===== src/hdl/assert_macros.svh =====
// assertion macros shared by the moment accumulator rtl
// no dependencies; included by files that carry concurrent checks
`ifndef ASSERT_MACROS_SVH
`define ASSERT_MACROS_SVH

// same-cycle implication
`define WMTA_ASSERT_IMPLIES(label, clk, rst, ante, cons, msg) \
   label: assert property (@(posedge clk) disable iff (rst) (ante) |-> (cons)) \
      else $error(msg);

// next-cycle implication
`define WMTA_ASSERT_NEXT(label, clk, rst, ante, cons, msg) \
   label: assert property (@(posedge clk) disable iff (rst) (ante) |=> (cons)) \
      else $error(msg);

`endif


===== src/hdl/wmta_pkg.sv =====
// shared types and constants of the weighted moment tensor accumulator
// no dependencies; used by wmta_mul_sh and the top level
`timescale 1ns / 1ps

package wmta_pkg;

   localparam int VALUE_W     = 64;
   localparam int COORD_W     = 32;
   localparam int WEIGHT_W    = 16;
   localparam int ADDR_W      = 8;
   localparam int STORE_DEPTH = 256;
   localparam int DIGIT_W     = 2;
   localparam int LANES       = 4;

   localparam logic [1:0] KIND_SAMPLE = 2'd0;
   localparam logic [1:0] KIND_READ   = 2'd1;
   localparam logic [1:0] KIND_CLEAR  = 2'd2;

   localparam logic [2:0] CSR_ORDER    = 3'd0;
   localparam logic [2:0] CSR_CENTER_0 = 3'd1;
   localparam logic [2:0] CSR_CENTER_1 = 3'd2;
   localparam logic [2:0] CSR_CENTER_2 = 3'd3;
   localparam logic [2:0] CSR_CENTER_3 = 3'd4;

   localparam logic [2:0] ORDER_RESET = 3'd2;

   localparam logic [VALUE_W-1:0] MAG_MAX     = 64'h7FFF_FFFF_FFFF_FFFF;
   localparam logic [VALUE_W-1:0] MAG_MIN_NEG = 64'h8000_0000_0000_0000;

   typedef struct packed {
      logic                 start;
      logic [VALUE_W-1:0]   a_mag;
      logic                 a_neg;
      logic [COORD_W-1:0]   b_mag;
      logic                 b_neg;
   } mul_req_type;

   typedef struct packed {
      logic                 done;
      logic [VALUE_W-1:0]   mag;
      logic                 neg;
   } mul_rsp_type;

endpackage


===== src/hdl/wmta_mul_sh.sv =====
// shared sign-magnitude multiply, shift right by 16 and saturate to 64 bits
// one 32x32 multiplier used for the low and high half; depends on wmta_pkg
`timescale 1ns / 1ps

module wmta_mul_sh (
   input  logic                 clock,
   input  logic                 reset,
   input  wmta_pkg::mul_req_type req,
   output wmta_pkg::mul_rsp_type rsp
);

   typedef enum logic [1:0] {MS_IDLE, MS_HI, MS_FIN} mstate_type;

   mstate_type state_ff, state_in;
   logic [31:0] a_hi_ff, a_hi_in;
   logic [31:0] b_ff, b_in;
   logic        neg_ff, neg_in;
   logic [63:0] lo_ff, lo_in;
   logic [63:0] hi_ff, hi_in;
   logic [63:0] mag_ff, mag_in;
   logic        rneg_ff, rneg_in;
   logic        done_ff, done_in;

   logic [31:0] mul_x;
   logic [31:0] mul_y;
   logic [63:0] mul_p;
   logic [63:0] r_sum;
   logic [63:0] r_sat;

   always_comb begin
      mul_x = (state_ff == MS_IDLE) ? req.a_mag[31:0] : a_hi_ff;
      mul_y = (state_ff == MS_IDLE) ? req.b_mag : b_ff;
      mul_p = {32'd0, mul_x} * {32'd0, mul_y};

      r_sum = {hi_ff[47:0], 16'd0} + {16'd0, lo_ff[63:16]};
      if (hi_ff[63:47] != 17'd0) begin
         r_sat = neg_ff ? wmta_pkg::MAG_MIN_NEG : wmta_pkg::MAG_MAX;
      end else if (!neg_ff && r_sum[63]) begin
         r_sat = wmta_pkg::MAG_MAX;
      end else if (neg_ff && r_sum[63] && (r_sum[62:0] != 63'd0)) begin
         r_sat = wmta_pkg::MAG_MIN_NEG;
      end else begin
         r_sat = r_sum;
      end
   end

   always_comb begin
      state_in = state_ff;
      a_hi_in  = a_hi_ff;
      b_in     = b_ff;
      neg_in   = neg_ff;
      lo_in    = lo_ff;
      hi_in    = hi_ff;
      mag_in   = mag_ff;
      rneg_in  = rneg_ff;
      done_in  = 1'b0;
      unique case (state_ff)
         MS_IDLE: begin
            if (req.start) begin
               lo_in    = mul_p;
               a_hi_in  = req.a_mag[63:32];
               b_in     = req.b_mag;
               neg_in   = req.a_neg ^ req.b_neg;
               state_in = MS_HI;
            end
         end
         MS_HI: begin
            hi_in    = mul_p;
            state_in = MS_FIN;
         end
         MS_FIN: begin
            mag_in   = r_sat;
            rneg_in  = neg_ff && (r_sat != 64'd0);
            done_in  = 1'b1;
            state_in = MS_IDLE;
         end
         default: state_in = MS_IDLE;
      endcase
   end

   always_ff @(posedge clock) begin
      a_hi_ff <= a_hi_in;
      b_ff    <= b_in;
      neg_ff  <= neg_in;
      lo_ff   <= lo_in;
      hi_ff   <= hi_in;
      mag_ff  <= mag_in;
      rneg_ff <= rneg_in;
      if (reset) begin
         state_ff <= MS_IDLE;
         done_ff  <= 1'b0;
      end else begin
         state_ff <= state_in;
         done_ff  <= done_in;
      end
   end

   assign rsp.done = done_ff;
   assign rsp.mag  = mag_ff;
   assign rsp.neg  = rneg_ff;

endmodule


===== config.mk =====
export PLATFORM = sky130hd
export DESIGN_NAME = wmta_mul_sh
export DESIGN_NICKNAME = d
export VERILOG_FILES = /design/src/hdl/assert_macros.svh /design/src/hdl/wmta_pkg.sv /design/src/hdl/wmta_mul_sh.sv
export SDC_FILE = /design/constraint.sdc
export NUM_CORES = 2
export LEC_CHECK = 0
export BUFFER_PORTS_ARGS = -buffer_cell sky130_fd_sc_hd__buf_2
export CAP_MARGIN = 40
export CORE_ASPECT_RATIO = 2
export CORE_MARGIN = 1
export CORE_UTILIZATION = 50
export DETAILED_ROUTE_END_ITERATION = 12
export HOLD_SLACK_MARGIN = 0.06
export PLACE_DENSITY = 0.76
export SLEW_MARGIN = 20
export SYNTH_ARGS = -nofsm -noshare
export SYNTH_HDL_FRONTEND = slang
export SYNTH_SLANG_ARGS = --single-unit

===== constraint.sdc =====
create_clock -name clock -period 17.4 [get_ports clock]
set_clock_uncertainty 0.1 [all_clocks]
set_input_delay 0.87 -clock clock [delete_from_list [all_inputs] [get_ports clock]]
set_output_delay 0.87 -clock clock [all_outputs]
set_load 0.005 [all_outputs]

* Yosys cells after proc, flatten, opt, wreduce, memory -nomap -nowiden
Index checks and enable logic that the tools add are counted.
** Storage, ports and cells
- Register bits after elaboration :: 261
- Bits of input ports :: 101
- Word-level logic and storage cells :: 34
** Operators by class
- Add/sub/neg operators :: 1
- Multiply operators :: 1
- Equal/unequal tests :: 3
- Mux-type cells :: 9
- Bitwise gates (word level) :: 1
- Reductions and logical operators :: 10
** Operators by type and width (number)
- $mux 64 :: 4
- $add 64x48->64 :: 1
- $mul 32x32->64 :: 1
- $mux 32 :: 2
- $reduce_bool 64->1 :: 1
- $reduce_bool 63->1 :: 1
- $reduce_bool 17->1 :: 1
- $logic_and 1x1->1 :: 4
- $pmux 2 s2 :: 1
- $eq 2x1->1 const B :: 1
- $eq 2x2->1 const B :: 1
- $logic_not 2->1 :: 1
- $mux 2 :: 1
- $ne 2x2->1 const B :: 1
- $reduce_and 2->1 :: 1
- $logic_not 1->1 :: 1
- $mux 1 :: 1
- $xor 1x1->1 :: 1

* Depth between registers and ports, before layout
- Depth in word-level cells :: 8
- Gate-level depth with buffers :: 32

* Worst setup path before layout
Ideal clock, no wire load.
- Path type :: reg-to-reg
- Start point :: register state_ff[0]
- End point :: register hi_ff[52] (data pin)
- Library setup time :: 0.269 ns
- Arrival :: 8.925 ns
- Slack :: 8.105 ns
- Cell stages (with the launch flop) :: 31
- Buffers on the path :: 3
- Cells stage by stage :: dfxtp_1 nor2_1 clkbuf_1 clkbuf_1 mux2i_1 clkbuf_1 nor2_1 fa_1 inv_1 fa_1 inv_1 fa_1 inv_1 fa_1 inv_1 fa_1 fa_1 fa_1 fa_1 ha_1 a21o_1 a21o_1 a2111oi_0 o31ai_1 nor2_1 a21oi_1 a221oi_1 o21ai_0 a21oi_1 o21ai_0 xor2_1
** On the way
- Word-level cells in the longest chain between the ends :: 3
- Elaborated cells between the ends (all ways) :: 4
- Classes of those cells :: mul: 1; mux: 2; reduce/logical: 1
** Ends and longest elaborated chain
- start, declared :: line wmta_mul_sh.sv:14 : mstate_type state_ff, state_in;
- start signal, assigned :: line wmta_mul_sh.sv:93 : state_ff <= state_in;
- $logic_not 2->1 * :: line wmta_mul_sh.sv:31, wmta_mul_sh.sv:32
- $mux 32 (on tied branches) :: line wmta_mul_sh.sv:31, wmta_mul_sh.sv:32
- $mul 32x32->64 * :: line wmta_mul_sh.sv:33 : mul_p = {32'd0, mul_x} * {32'd0, mul_y};
- net mul_p[52] :: line wmta_mul_sh.sv:26 : logic [63:0] mul_p;
- end signal, assigned :: line wmta_mul_sh.sv:86 : hi_ff <= hi_in;
- end, declared :: line wmta_mul_sh.sv:19 : logic [63:0] hi_ff, hi_in;
The timed path passes the listed nets; every way through them passes the cells marked *.
A chain may end at the register's enable or synchronous reset.

* Final worst setup path
- Start point :: register state_ff[0]
- End point :: register lo_ff[59] (data pin)
** On the way
- Word-level cells in the longest chain between the ends :: 3
- Elaborated cells between the ends (all ways) :: 4
- Classes of those cells :: mul: 1; mux: 2; reduce/logical: 1
** Ends and longest elaborated chain
- $logic_not 2->1 * :: line wmta_mul_sh.sv:31, wmta_mul_sh.sv:32
- $mux 32 (on tied branches) :: line wmta_mul_sh.sv:31, wmta_mul_sh.sv:32
- $mul 32x32->64 * :: line wmta_mul_sh.sv:33
- net mul_p[59] :: line wmta_mul_sh.sv:26
- end signal, assigned :: line wmta_mul_sh.sv:85 : lo_ff <= lo_in;
- end, declared :: line wmta_mul_sh.sv:18 : logic [63:0] lo_ff, lo_in;
Marks and branches as above.

==> impl_metrics.toml <==
[yosys]
ys.flop_type = "edfxtp_1"
yosys_warnings = 0
synth_edf_count = 242
ys_types = 87
post-synth-top-area-fraction_pct = 41.1
ys_seq_elements = 245
synth_cells = 4509
seq_area_frac_synth_pct = 16.8
synth.avg_cell_area_um2 = 9.69
synth_nets = 5802
synth_area_leaders = "fa_1 41%, edfxtp_1 17%, ha_1 8.5%, inv_1 7.4%, nor2_1 5.7%"
syn-cell-area_mm2 = 0.0437
synth_top_area_cell = "fa_1"
async_flop_share_pct = 0

[floorplan]
die_height_um = 420
rows = 153
start_util_pct = 50.4
dieArea_mm2 = 0.0886
io_pins = 167
die_x_um = 211
core_area_mm2 = 0.0867

[placement]
place.gp.congestion = 1.03
hpwl_um = 121000
io_buffers = 166

[setup_path]
crit_arrival_ps = 11060
start_kind = "flop"
endpoint_kind = "flop"
reg2regPathDepth = 30
crit_end = "lo_ff[59]$_DFFE_PP_"
required_ps = 17610
crit_fanout = 43
path_class = "reg2reg"
cp-startpoint = "state_ff[0]$_SDFFE_PP0P_"
r2r_slack_ps = 6540
critPathSlowestCell = "fa_1"
crit_top_cell = "fa_1"
r2r_end = "lo_ff[59]$_DFFE_PP_"
critPathMaxStageDelay_ps = 560
regToRegStartpoint = "state_ff[0]$_SDFFE_PP0P_"

[clocking]
cts.repair.resized = 0
clk_pin_slew_worst_paths_ps = 60
cts_buffers = 25
insertion_delay_ps = 600
clock-sinks = 245
cts_max_path_buffers = 3
cts_setup_buffers = 0
cts_root_buffer = "clkbuf_16"
htreeDepth = 1
hold_buffers = 0
cts_tree = "yes"

[timing]
finalSetupViolations = 0
period_needed_ps = 10860
grt_setup_unrepaired = "no"
slew_headroom_pct = 23.3
slew_viol_final = 0
tns_ps = 0
period_share_pct = 62.4
fmax_mhz = 92.1
hold_violations = 0
tightestPinTransition_ps = 1150

[drt]
vias = 34662
drc = 0
vias_per_cell = 5.99
drtAntennaViolNets = 0
first_iter_violations = 3041
dr.pass1.iters = 8
drt-wirelength-per-cell_um = 27.3
wirelength_um = 158000

[layout]
drive_above_1_share_pct = 10.1
layout.nets = 5885
final_common_cell = "fa_1"
final_cell_mix = "897 x fa_1, 865 x inv_1, 662 x nor2_1, 524 x nand2_1, 295 x ha_1"
area_growth_syn_to_layout_pct = 8.34

[job]
max_cap_violations = 0

[grt]
grt_pass1_vias = 37269
grt_pass1_wl_um = 231000
track_usage_pct = 36.9
grt_max_degree = 67
antenna_found_initial = 7
gr-total-overflow = 0

[status]
status = "finished clean"

[worst_hold_path]
hold_path_class = "in2reg"
## sequential cells by signal, indices dropped and copies added, names as in the netlist
register  count
neg_ff        1
a_hi_ff      32
mag_ff       64
b_ff         32
done_ff       1
hi_ff        64
state_ff      2
rneg_ff       1
lo_ff        48
## cell families (layout without fill, tap and decap cells)
group | Yosys count | after routing | synth area share (%)
AND/OR/NAND/NOR | 1356 | 1356 | 12.6
AO/OA/AOI/OAI | 412 | 412 | 6.55
multiplexers | 130 | 130 | 3.17
other | 0 | 9 | 0
buffers and inverters | 1075 | 1177 | 9.36
adder cells (fa/ha/maj) | 1192 | 1192 | 49.6
flip-flops | 245 | 245 | 16.8
XOR/XNOR | 99 | 99 | 1.99
## how the worst min path moves through the flow
stage,startpoint,to,slack (ps),depth (start not counted)
after CTS,req[95],a_hi_ff[29]$_DFFE_PP_,330,1
after detailed placement,lo_ff[22]$_DFFE_PP_,mag_ff[6]$_DFFE_PP_,520,2
final,req[91],a_hi_ff[25]$_DFFE_PP_,340,1
after global routing,req[95],a_hi_ff[29]$_DFFE_PP_,340,1
after floorplan,lo_ff[26]$_DFFE_PP_,mag_ff[10]$_DFFE_PP_,480,2
after global placement,lo_ff[22]$_DFFE_PP_,mag_ff[6]$_DFFE_PP_,530,2
## layout make-up
class | instances | area, um^2
Clock inverter | 17 | 213
Multi-Input combinational cell | 3189 | 32600
Antenna cell | 9 | 22.5
Tap cell | 1162 | 1450
Fill cell | 7506 | 39400
Sequential cell | 245 | 7330
Inverter | 865 | 3250
Timing Repair Buffer | 266 | 1820
Clock buffer | 29 | 671
## metrics by stage
step | util [%] | instances | area [um^2] | hold slack, ps | setup slack [ps]
CTS | 54.3 | 5762 | 47100 | 333 | 6560
global route | 54.5 | 5774 | 47300 | 338 | 6390
detailed placement | 53.3 | 5716 | 46200 | 515 | 6590
floorplan | - | 4509 | 43700 | 477 | 8110
global placement | 53.0 | 5703 | 46000 | 529 | 6220
finish | 54.6 | 5782 | 47300 | 338 | 6540
## cells in the mapped netlist (23+ instances only)
cell,count
a21o_1,48
a21oi_1,109
clkbuf_1,172
edfxtp_1,242
fa_1,897
ha_1,295
inv_1,865
mux2_2,62
mux2i_1,67
nand2_1,525
nand3_1,33
nand4_1,23
nor2_1,663
o21ai_0,82
o21bai_1,24
xnor2_1,69
xor2_1,30
## routing by layer
layer	GRT usage, %	up-vias	share of wire (%)
met5	0	-	0.041
met4	38.1	10	13
met3	9.89	1021	11
met2	60.9	2401	47
met1	36.1	17100	29
li1	-	14130	-
## critical path: cells and delay by family (launching register included)
family	cells	cell delay (ps)
compound gates	9	2730
fa+ha+maj	9	4380
simple gates	3	660
flops	1	370
buf+inv	7	1850
xor+xnor	1	130
mux	1	270
Power is not shown: default switching activity piles up to over one toggle a cycle in this logic, so the estimate is an artifact.
